## src/hw/rtl/nrmc_pkg.sv

```systemverilog
// Shared types, character codes and helper functions for the NMEA RMC time extractor.
// Used by nrmc_time_fmt and nmea_rmc_time_extractor; depends on nothing else.
`default_nettype none

package nrmc_pkg;

  localparam int unsigned CharW    = 8;
  localparam int unsigned ZoneW    = 5;
  localparam int unsigned StatusW  = 2;
  localparam int unsigned HourW    = 5;
  localparam int unsigned MinW     = 6;
  localparam int unsigned SecW     = 6;
  localparam int unsigned DigitsW  = 24;
  localparam int unsigned OutDataW = 24;
  localparam int unsigned HdrLen   = 6;

  localparam logic [ZoneW-1:0] ZoneReset = 5'd8;

  localparam logic [CharW-1:0] ChDollar = 8'h24;
  localparam logic [CharW-1:0] ChStar   = 8'h2A;
  localparam logic [CharW-1:0] ChComma  = 8'h2C;
  localparam logic [CharW-1:0] ChFixA   = 8'h41;

  typedef enum logic [3:0] {
    PH_IDLE = 4'b0001,
    PH_BODY = 4'b0010,
    PH_CK1  = 4'b0100,
    PH_CK2  = 4'b1000
  } phase_t;

  typedef enum logic [StatusW-1:0] {
    ST_VALID   = 2'd0,
    ST_NOFIX   = 2'd1,
    ST_BADSUM  = 2'd2,
    ST_NOTRMC  = 2'd3
  } status_t;

  typedef struct packed {
    logic       is_rmc;
    logic       sum_good;
    logic       fix_ok;
  } sent_flags_t;

  typedef struct packed {
    status_t              status;
    logic [HourW-1:0]     hour;
    logic [MinW-1:0]      minute;
    logic [SecW-1:0]      second;
  } result_t;

  typedef struct packed {
    logic       ok;
    logic [3:0] val;
  } hex_t;

  function automatic logic [CharW-1:0] hdr_char(input logic [2:0] idx);
    logic [CharW-1:0] ch;
    case (idx)
      3'd0:    ch = 8'h47;
      3'd1:    ch = 8'h50;
      3'd2:    ch = 8'h52;
      3'd3:    ch = 8'h4D;
      3'd4:    ch = 8'h43;
      default: ch = ChComma;
    endcase
    return ch;
  endfunction

  function automatic hex_t hex_decode(input logic [CharW-1:0] c);
    hex_t h;
    h.ok  = 1'b1;
    h.val = 4'd0;
    if (c >= 8'h30 && c <= 8'h39) begin
      h.val = c[3:0];
    end else if ((c >= 8'h41 && c <= 8'h46) || (c >= 8'h61 && c <= 8'h66)) begin
      h.val = c[3:0] + 4'd9;
    end else begin
      h.ok = 1'b0;
    end
    return h;
  endfunction

endpackage

`default_nettype wire

```

## src/hw/rtl/nrmc_time_fmt.sv

```systemverilog
// Result formatter: status priority, local hour with modulo-24 wrap, minute/second clamp.
// Depends on nrmc_pkg.
`default_nettype none

module nrmc_time_fmt (
  input  wire logic [nrmc_pkg::DigitsW-1:0] digits,
  input  wire logic [nrmc_pkg::ZoneW-1:0]   zone,
  input  wire nrmc_pkg::sent_flags_t        flags,
  output nrmc_pkg::result_t                 res
);

  logic [3:0] d0, d1, d2, d3, d4, d5;
  logic [7:0] hour_sum, h_a, h_b, h_c;
  logic [6:0] min_val, sec_val;

  assign d0 = digits[3:0];
  assign d1 = digits[7:4];
  assign d2 = digits[11:8];
  assign d3 = digits[15:12];
  assign d4 = digits[19:16];
  assign d5 = digits[23:20];

  always_comb begin
    hour_sum = {1'b0, d0, 3'b000} + {3'b000, d0, 1'b0} + {4'd0, d1} + {3'd0, zone};
    h_a = (hour_sum >= 8'd96) ? hour_sum - 8'd96 : hour_sum;
    h_b = (h_a >= 8'd48) ? h_a - 8'd48 : h_a;
    h_c = (h_b >= 8'd24) ? h_b - 8'd24 : h_b;
    min_val = {d2, 3'b000} + {2'b00, d2, 1'b0} + {3'd0, d3};
    sec_val = {d4, 3'b000} + {2'b00, d4, 1'b0} + {3'd0, d5};

    res.hour   = '0;
    res.minute = '0;
    res.second = '0;
    if (!flags.is_rmc) begin
      res.status = nrmc_pkg::ST_NOTRMC;
    end else if (!flags.sum_good) begin
      res.status = nrmc_pkg::ST_BADSUM;
    end else if (!flags.fix_ok) begin
      res.status = nrmc_pkg::ST_NOFIX;
    end else begin
      res.status = nrmc_pkg::ST_VALID;
      res.hour   = h_c[nrmc_pkg::HourW-1:0];
      res.minute = (min_val > 7'd59) ? 6'd59 : min_val[nrmc_pkg::MinW-1:0];
      res.second = (sec_val > 7'd59) ? 6'd59 : sec_val[nrmc_pkg::SecW-1:0];
    end
  end

endmodule

`default_nettype wire

```

## src/hw/rtl/nmea_rmc_time_extractor.sv

```systemverilog
// NMEA 0183 RMC sentence parser top level: input register, per-character parser, result register.
// Depends on nrmc_pkg and nrmc_time_fmt.
//
// Usage:
//   in_*  : one received ASCII character per transaction (in_tdata[7:0]).
//   out_* : one result per completed sentence, after the second checksum digit
//           or an invalid checksum digit. Nothing is emitted for other characters.
//   cfg_* : cfg_we writes the zone offset in hours (cfg_wdata[4:0]); write it only
//           while no characters are in flight.
//   Path: the last character is held in the input register, then the parser result
//   is loaded into the result register, which drives out_tvalid.
//   Throughput: one character per cycle while no result waits on out_tready; the parser
//   state update is a single compare/XOR/latch step between the input and result registers.
//   Reset: rst_n low clears the parser to idle (waiting for '$'), empties both
//   registers and loads a zone offset of 8.
//   Stall: while a result waits on out_tready, the input register holds one
//   character and in_tready drops once it is full; nothing is lost.
`default_nettype none

module nmea_rmc_time_extractor (
  input  wire logic                          clk,
  input  wire logic                          rst_n,
  input  wire logic                          in_tvalid,
  output logic                               in_tready,
  input  wire logic [nrmc_pkg::CharW-1:0]    in_tdata,   // [7:0] char_in
  output logic                               out_tvalid,
  input  wire logic                          out_tready,
  output logic [nrmc_pkg::OutDataW-1:0]      out_tdata,  // [1:0] sentence_status,
                                                         // [6:2] local_hour,
                                                         // [12:7] minute_out,
                                                         // [18:13] second_out
  input  wire logic                          cfg_we,
  input  wire logic [nrmc_pkg::ZoneW-1:0]    cfg_wdata   // [4:0] zone_offset_hours
);

  logic                          in_vld_r;
  logic [nrmc_pkg::CharW-1:0]    in_char_r;
  logic [nrmc_pkg::ZoneW-1:0]    zone_r;

  nrmc_pkg::phase_t              phase_r, phase_nxt;
  logic [2:0]                    hdr_idx_r, hdr_idx_nxt;
  logic                          hdr_ok_r, hdr_ok_nxt;
  logic [7:0]                    xor_r, xor_nxt;
  logic [3:0]                    comma_r, comma_nxt;
  logic [2:0]                    fidx_r, fidx_nxt;
  logic                          fix_r, fix_nxt;
  logic [nrmc_pkg::DigitsW-1:0]  digits_r, digits_nxt;
  logic [3:0]                    ckhi_r, ckhi_nxt;

  logic                          out_vld_r;
  nrmc_pkg::result_t             res_r;
  nrmc_pkg::result_t             res_nxt;

  logic                          adv, fire, emit, sum_good;
  logic [3:0]                    dig;
  nrmc_pkg::hex_t                hx;
  nrmc_pkg::sent_flags_t         flags;

  assign adv       = !out_vld_r || out_tready;
  assign in_tready = !in_vld_r || adv;
  assign fire      = in_vld_r && adv;

  assign hx  = nrmc_pkg::hex_decode(in_char_r);
  assign dig = (in_char_r >= 8'h30 && in_char_r <= 8'h39) ? in_char_r[3:0] : 4'd0;

  always_comb begin
    phase_nxt   = phase_r;
    hdr_idx_nxt = hdr_idx_r;
    hdr_ok_nxt  = hdr_ok_r;
    xor_nxt     = xor_r;
    comma_nxt   = comma_r;
    fidx_nxt    = fidx_r;
    fix_nxt     = fix_r;
    digits_nxt  = digits_r;
    ckhi_nxt    = ckhi_r;
    emit        = 1'b0;
    sum_good    = 1'b0;

    if (in_char_r == nrmc_pkg::ChDollar) begin
      phase_nxt   = nrmc_pkg::PH_BODY;
      hdr_idx_nxt = 3'd0;
      hdr_ok_nxt  = 1'b1;
      xor_nxt     = 8'd0;
      comma_nxt   = 4'd0;
      fidx_nxt    = 3'd0;
      fix_nxt     = 1'b0;
      digits_nxt  = '0;
      ckhi_nxt    = 4'd0;
    end else begin
      case (phase_r)
        nrmc_pkg::PH_BODY: begin
          if (in_char_r == nrmc_pkg::ChStar) begin
            phase_nxt = nrmc_pkg::PH_CK1;
          end else begin
            xor_nxt = xor_r ^ in_char_r;
            if (hdr_idx_r < 3'(nrmc_pkg::HdrLen)) begin
              if (in_char_r != nrmc_pkg::hdr_char(hdr_idx_r)) hdr_ok_nxt = 1'b0;
              hdr_idx_nxt = hdr_idx_r + 3'd1;
            end
            if (in_char_r == nrmc_pkg::ChComma) begin
              if (comma_r != 4'd15) comma_nxt = comma_r + 4'd1;
              fidx_nxt = 3'd0;
            end else begin
              if (comma_r == 4'd1 && fidx_r < 3'd6) begin
                for (int k = 0; k < 6; k++) begin
                  if (fidx_r == 3'(k)) digits_nxt[4*k +: 4] = digits_r[4*k +: 4] | dig;
                end
              end else if (comma_r == 4'd2) begin
                fix_nxt = (fidx_r == 3'd0) && (in_char_r == nrmc_pkg::ChFixA);
              end
              if (fidx_r != 3'd7) fidx_nxt = fidx_r + 3'd1;
            end
          end
        end
        nrmc_pkg::PH_CK1: begin
          if (!hx.ok) begin
            emit      = 1'b1;
            phase_nxt = nrmc_pkg::PH_IDLE;
          end else begin
            ckhi_nxt  = hx.val;
            phase_nxt = nrmc_pkg::PH_CK2;
          end
        end
        nrmc_pkg::PH_CK2: begin
          emit      = 1'b1;
          sum_good  = hx.ok && ({ckhi_r, hx.val} == xor_r);
          phase_nxt = nrmc_pkg::PH_IDLE;
        end
        nrmc_pkg::PH_IDLE: begin
          phase_nxt = nrmc_pkg::PH_IDLE;
        end
        default: begin
          phase_nxt = nrmc_pkg::PH_IDLE;
        end
      endcase
    end
  end

  assign flags.is_rmc   = hdr_ok_r && (hdr_idx_r == 3'(nrmc_pkg::HdrLen));
  assign flags.sum_good = sum_good;
  assign flags.fix_ok   = fix_r;

  nrmc_time_fmt u_fmt (
    .digits (digits_r),
    .zone   (zone_r),
    .flags  (flags),
    .res    (res_nxt)
  );

  always_ff @(posedge clk) begin
    if (!rst_n) begin
      in_vld_r  <= 1'b0;
      out_vld_r <= 1'b0;
      zone_r    <= nrmc_pkg::ZoneReset;
      phase_r   <= nrmc_pkg::PH_IDLE;
      hdr_idx_r <= 3'd0;
      hdr_ok_r  <= 1'b1;
      xor_r     <= 8'd0;
      comma_r   <= 4'd0;
      fidx_r    <= 3'd0;
      fix_r     <= 1'b0;
      digits_r  <= '0;
      ckhi_r    <= 4'd0;
    end else begin
      if (cfg_we) zone_r <= cfg_wdata;
      if (in_tready) in_vld_r <= in_tvalid;
      if (fire) begin
        phase_r   <= phase_nxt;
        hdr_idx_r <= hdr_idx_nxt;
        hdr_ok_r  <= hdr_ok_nxt;
        xor_r     <= xor_nxt;
        comma_r   <= comma_nxt;
        fidx_r    <= fidx_nxt;
        fix_r     <= fix_nxt;
        digits_r  <= digits_nxt;
        ckhi_r    <= ckhi_nxt;
        out_vld_r <= emit;
      end else if (out_tready) begin
        out_vld_r <= 1'b0;
      end
    end
  end

  always_ff @(posedge clk) begin
    if (in_tvalid && in_tready) in_char_r <= in_tdata;
    if (fire && emit) res_r <= res_nxt;
  end

  assign out_tvalid = out_vld_r;
  assign out_tdata  = {5'd0, res_r.second, res_r.minute, res_r.hour, res_r.status};

endmodule

`default_nettype wire

```

## config.mk

```make
export PLATFORM = sky130hd
export DESIGN_NAME = nmea_rmc_time_extractor
export DESIGN_NICKNAME = d
export VERILOG_FILES = /design/src/hw/rtl/nrmc_pkg.sv /design/src/hw/rtl/nrmc_time_fmt.sv /design/src/hw/rtl/nmea_rmc_time_extractor.sv
export SDC_FILE = /design/constraint.sdc
export NUM_CORES = 1
export LEC_CHECK = 0
export BUFFER_PORTS_ARGS = -buffer_cell sky130_fd_sc_hd__buf_4
export CORE_MARGIN = 10
export CORE_UTILIZATION = 49
export DETAILED_ROUTE_END_ITERATION = 10
export PLACE_DENSITY = 0.78
export SYNTH_ARGS = -nofsm -noshare
export SYNTH_HDL_FRONTEND = slang
export SYNTH_SLANG_ARGS = --single-unit
```

## constraint.sdc

```tcl
create_clock -name clk -period 3.95 [get_ports clk]
set_clock_uncertainty 0.05 [all_clocks]
set_input_delay 0.5925 -clock clk [delete_from_list [all_inputs] [get_ports clk]]
set_output_delay 0.5925 -clock clk [all_outputs]
set_load 0.01 [all_outputs]
```

* After elaboration in Yosys (flattened, before gate mapping)
Index checks and enable logic that the tools add are counted.
** Cells by class
- Add/subtract/negate cells :: 14
- Magnitude comparators :: 13
- Equality and inequality tests :: 27
- Muxes and demuxes :: 70
- Bitwise gates (word level) :: 10
- Reduce and logical (&&, ||, !) cells :: 52
** Operators by type and width (number)
- two-way mux 24 bit :: 5
- two-way mux 4 bit :: 20
- two-way mux 8 bit :: 9
- AND reduction 6 bit :: 7
- case mux 7 bit (5 select lines) :: 1
- nonzero test 2 bit :: 16
- two-way mux 3 bit :: 9
- equality test 8 x 6 -> 1 bit, second input constant :: 3
- greater-or-equal comparator 8 x 7 -> 1 bit, second input constant :: 3
- OR 4 bit :: 6
- two-way mux 1 bit :: 21
- greater-or-equal comparator 8 x 6 -> 1 bit, second input constant :: 2
- <= comparator 8 x 7 -> 1 bit, second input constant :: 2
- adder 7 x 4 -> 7 bit :: 2
- adder 7 x 5 -> 7 bit :: 2
- greater-than comparator 7 x 6 -> 1 bit, second input constant :: 2
- equality test 3 x 2 -> 1 bit, second input constant :: 4
- equality test 3 bit, second input constant :: 4
- two-way mux 6 bit :: 2
- logical AND 1 bit :: 10
- AND reduction 5 bit :: 2
- AND reduction 3 bit :: 3
- adder 7 x 5 -> 8 bit :: 1
- adder 8 x 4 -> 8 bit :: 1
- 33 further kinds :: 49
** Storage, ports and cells
- Register bits after elaboration :: 86
- Output and inout port bits :: 26
- Logic and storage cells :: 211

* Depth between registers and ports, before layout
- Depth in word-level cells :: 12
- Gate-level depth with buffers :: 18
- Depth with buffers taken out :: 18

* Modules after synthesis
From an unflattened synthesis, not the netlist that was laid out.
** Unflattened totals
- Cells, all modules :: 569
- Area, all modules :: 5238.8 um^2
** Modules (own cells, without submodules)
- nmea_rmc_time_extractor :: times used 1, cells each 433, area each 4135.2 um^2, sequential area each 1991.9 um^2
- nrmc_time_fmt :: times used 1, cells each 136, area each 1103.6 um^2, sequential area each 0.0 um^2

* Worst setup path after synthesis
Ideal clock, no wire load.
- Path type :: register to register
- From :: reg digits_r[0] (netlist bit)
- To :: reg res_r (netlist bit out_tdata[5]), data pin
- Arrival time :: 4.033 ns
- Required time :: 3.762 ns
- Setup slack :: -0.271 ns
- Stages on the path, launching flop included :: 17
- Buffers on the path :: 0
- Cells stage by stage :: dfxtp_1 fa_1 fa_1 fa_1 a21o_1 a21oi_1 xnor2_1 inv_1 ha_1 and2_1 o2111ai_1 o211ai_1 a21oi_1 xnor2_1 o211ai_2 mux2_1 nor2_1
** Between the ends
- Word-level cells in the longest chain between the ends :: 9
- Elaborated cells between the ends (all ways) :: 12
** Ends and longest elaborated chain
- from (decl) :: line nmea_rmc_time_extractor.sv:47 : logic [nrmc_pkg::DigitsW-1:0] digits_r, digits_nxt;
- from (signal assigned) :: line nmea_rmc_time_extractor.sv:175 : digits_r <= digits_nxt;
- adder 7 x 5 -> 8 bit * :: line nrmc_time_fmt.sv:24 : hour_sum = {1'b0, d0, 3'b000} + {3'b000, d0, 1'b0} + {4'd0, d1} + {3'd0, zone};
- adder 8 x 4 -> 8 bit * :: line nrmc_time_fmt.sv:24
- adder 8 x 5 -> 8 bit * :: line nrmc_time_fmt.sv:24
- subtractor 8 x 7 -> 8 bit or greater-or-equal comparator 8 x 7 -> 1 bit (tied branches) :: line nrmc_time_fmt.sv:25 : h_a = (hour_sum >= 8'd96) ? hour_sum - 8'd96 : hour_sum;
- two-way mux 8 bit * :: line nrmc_time_fmt.sv:25
- subtractor 8 x 6 -> 8 bit or greater-or-equal comparator 8 x 6 -> 1 bit (tied branches) :: line nrmc_time_fmt.sv:26 : h_b = (h_a >= 8'd48) ? h_a - 8'd48 : h_a;
- two-way mux 8 bit * :: line nrmc_time_fmt.sv:26
- greater-or-equal comparator 8 x 5 -> 1 bit or subtractor 5 bit (tied branches) :: line nrmc_time_fmt.sv:27 : h_c = (h_b >= 8'd24) ? h_b - 8'd24 : h_b;
- two-way mux 5 bit * :: line nrmc_time_fmt.sv:27
- to (signal assigned) :: line nmea_rmc_time_extractor.sv:186 : if (fire && emit) res_r <= res_nxt;
- to (decl) :: line nmea_rmc_time_extractor.sv:51 : nrmc_pkg::result_t res_r;
Mark *: on every way between the ends. The rest lies on a longest branch, timed or not.
A chain may end at the register's enable or synchronous reset.

* Worst setup path after layout
- From :: reg zone_r[3] (netlist bit)
- To :: reg res_r (netlist bit out_tdata[5]), data pin
** Between the ends
- Word-level cells in the longest chain between the ends :: 7
- Elaborated cells between the ends (all ways) :: 10
** Ends and longest elaborated chain
- from (decl) :: line nmea_rmc_time_extractor.sv:38 : logic [nrmc_pkg::ZoneW-1:0] zone_r;
- from (signal assigned) :: line nmea_rmc_time_extractor.sv:154 : zone_r <= nrmc_pkg::ZoneReset;
- from (signal assigned) :: line nmea_rmc_time_extractor.sv:165 : if (cfg_we) zone_r <= cfg_wdata;
- adder 8 x 5 -> 8 bit * :: line nrmc_time_fmt.sv:24
- subtractor 8 x 7 -> 8 bit or greater-or-equal comparator 8 x 7 -> 1 bit (tied branches) :: line nrmc_time_fmt.sv:25
- two-way mux 8 bit * :: line nrmc_time_fmt.sv:25
- subtractor 8 x 6 -> 8 bit or greater-or-equal comparator 8 x 6 -> 1 bit (tied branches) :: line nrmc_time_fmt.sv:26
- two-way mux 8 bit * :: line nrmc_time_fmt.sv:26
- greater-or-equal comparator 8 x 5 -> 1 bit or subtractor 5 bit (tied branches) :: line nrmc_time_fmt.sv:27
- two-way mux 5 bit * :: line nrmc_time_fmt.sv:27
Marks and branches as above.

==> flow_summary.yaml <==
place:
  gp_congestion: 0.870
  dp_hpwl_mm: 8.40
  dp_slack_ps: -195
  port_buffers: 38
power_and_ir_drop:
  vdd_drop_max_uv: 236
  power.density_nw_per_um2: 283
  cellLeakagePower_nw: 2.56
clock_network:
  cts_buffers: 9
  clk_pin_slew_ps: 90
  insertion_delay_ps: 360
  ctsHoldBuffers: 0
  root_buffer: "clkbuf_8"
  clockBufferDepth: 2
  cts_tree: "built"
  cts_sinks: 86
  htreeDepth: 3
floorplan:
  die_w_um: 123
  fp-row-count: 37
  core_area_um2: 10300
  die_h_um: 123
  start_util_pct: 50.2
  dieArea_um2: 15100
  io_pins: 44
route:
  routed_wl_mm: 11.3
  drc_errors: 0
  wl_per_cell_um: 14.8
  drt_iter0_markers: 241
  vias: 4190
  antenna_left: 0
  firstDrtPassIters: 5
  routed_via_density: 5.51
critical_path:
  arrival_ps: 4260
  critPathMaxFanout: 5
  end_kind: "flop"
  setup.worst_path.start: "zone_r[3]$_SDFFE_PN1P_"
  setup.worst_path.class: "reg -> reg"
  r2r-start: "zone_r[3]$_SDFFE_PN1P_"
  startpoint_type: "flop"
  crit_required_ps: 4120
logic_synthesis:
  async_flop_share_pct: 0
  synth_compound_area_share_pct: 16.5
  synthSimpleGateAreaFrac_pct: 18.4
  syn_inst: 566
  yosys_register_bits: 86
  synth_xor_area_share_pct: 5.07
  synthMuxAreaShare_pct: 1.96
  synth_top_family_by_area: "simple AND/OR/NAND/NOR gates"
  post_synth.cell_area_avg_um2: 9.15
  synth_fa_ha_area_share_pct: 14.5
  synth_top_area_share_pct: 22.8
  synthFlopType: "dfxtp_1"
  seq_area_frac_synth_pct: 38.5
  synth_common_cells: "nor2_1 (76), dfxtp_1 (59), a21oi_1 (58), ha_1 (44), nand2_1 (36)"
  yosysTopAreaCell: "dfxtp_1"
  ys_warn_count: 0
  synth.cell_area_um2: 5180
  synth-edff-count: 27
  ys_types: 68
  yosys-top-cells-area: "dfxtp_1 (23%), edfxtp_1 (16%), ha_1 (11%)"
  yosysMostFrequentCell: "nor2_1"
timing:
  rsz0062_at_grt: "yes"
  maxSlewViolCount: 0
  worstMarginPinSlew_ps: 599
  worst_slack_ps: -136
  fin_crit_sh_pct: 103
  fmaxAchievable_mhz: 245
  relSlewSlack_pct: 59.9
  whs_ps: 354
  period_minus_slack_ps: 4090
  setup_violations: 2
  final_hold_viol_count: 0
global_routing:
  antenna_found_initial: 0
  track_usage_pct: 14.9
  grt_max_degree: 38
  grt_remaining_overflow: 0
  grt_pass1_wl_mm: 18.6
  grt_pass1_vias: 4114
status:
  violations: "setup timing"
  status: "complete, but fails checks"
flow_run:
  maxCapViolations: 0
layout:
  syn_to_final_growth_pct: 16.7
  layout-drive-gt1-share_pct: 18.6
  diodes: 0
  fillers: 879
  fin_nets: 692
hold_path:
  hold_path_class: "in -> reg"
  hold_path.startpoint: "in_tdata[3]"
## power breakdown
group | switching [mW] | internal [mW] | total, mW | leakage, nW
Sequential | 0.0214 | 0.918 | 0.939 | 0.751
Combinational | 0.0601 | 0.0487 | 0.109 | 1.70
Clock | 0.312 | 0.352 | 0.664 | 0.104
## metal layers
layer / global-route usage, % / wire length [um]
met5: 0 / 0
met4: 4.49 / 161
met3: 4.13 / 631
met2: 25.8 / 5550
met1: 17.7 / 4920
## state kept, by name (all words and copies together) (netlist names)
name        cells
out_tvalid      1
ckhi_r          4
phase_r         4
in_char_r       8
fidx_r          3
hdr_ok_r        1
out_tdata      19
hdr_idx_r       3
in_vld_r        1
fix_r           1
zone_r          5
xor_r           8
digits_r       24
comma_r         4
## final timing paths
path	end	slack, ps	cells after the start
worst max-delay path	out_tdata[5]$_SDFFCE_PN0P_	-140	16
worst min register to register	hdr_ok_r$_SDFFE_PN1P_	400	1
worst max register to register	out_tdata[5]$_SDFFCE_PN0P_	-140	16
worst min-delay path	in_char_r[3]$_DFFE_PP_	350	1
## final cells by class
| type | instances | area [um2] | area share, % |
|---|---|---|---|
| timing repair buffer | 65 | 488 | 8.07 |
| inverter | 35 | 131 | 2.17 |
| clock buffer | 9 | 124 | 2.05 |
| sequential | 86 | 2000 | 33.0 |
| tap | 136 | 170 | 2.81 |
| multi-input combinational | 423 | 3050 | 50.4 |
| clock inverter | 7 | 88.8 | 1.47 |
## repair_timing
action,4_1_cts,5_1_grt
gates resized for setup,8,5
pin swaps,5,3
endpoints found under the setup margin,2,2
cloned,0,0
buffers inserted,3,0
## placed cells by master, fill, tap and decap left out, drive strengths merged, types with 3 or more instances in the layout
master / netlist / final
nor2: 78 / 78
buf: 12 / 65
a21oi: 61 / 61
dfxtp: 59 / 59
ha: 44 / 44
nand2: 36 / 36
inv: 35 / 35
edfxtp: 27 / 27
nor2b: 18 / 18
o21ai: 16 / 16
xnor2: 15 / 15
xor2: 15 / 15
nand3: 14 / 14
a21o: 10 / 10
fa: 10 / 10
mux2i: 9 / 9
clkbuf: 14 / 9
and2: 8 / 8
nor3: 7 / 7
and3: 6 / 6
nand4: 5 / 5
conb: 1 / 5
o211ai: 5 / 5
a31oi: 4 / 4
nand2b: 4 / 4
nor4: 4 / 4
clkinv: 0 / 4
o211a: 3 / 3
o31ai: 3 / 3
## critical path: stages, from the launching register on
cell and delay [ps]:
dfxtp_2 330, fa_1 560, fa_2 490, fa_2 360, a21o_1 210, a21oi_2 150
xnor2_1 150, inv_1 110, ha_4 200, and2_4 160, o2111ai_2 150, o211ai_1 160
a21oi_2 200, xnor2_1 100, o211ai_2 190, mux2_4 320, nor2_2 80
## kinds of logic (layout without fill, tap and decap cells)
group	count (synthesis)	count (layout)
flip-flops	86	86
AND/OR/NAND/NOR	194	194
AO/OA/AOI/OAI	130	130
multiplexers	10	10
XOR/XNOR	30	30
adder cells (fa/ha/maj)	54	54
buffers and inverters	61	116
other	1	5
## stage by stage
step / TNS (ps) / power (mW) / cells / instance area, um2 / util [%]
3_5_place_dp: -319 / 1.06 / 742 / 5750 / 55.7
5_1_grt: -513 / 1.78 / 761 / 6050 / 58.6
2_1_floorplan: -6.64 / 1.03 / 570 / 5230 / -
3_3_place_gp: -46.3 / 1.06 / 742 / 5750 / 55.7
6_report: -198 / 1.71 / 761 / 6050 / 58.6
4_1_cts: -176 / 1.72 / 761 / 6020 / 58.3
Power figures use the tool's default switching activity.
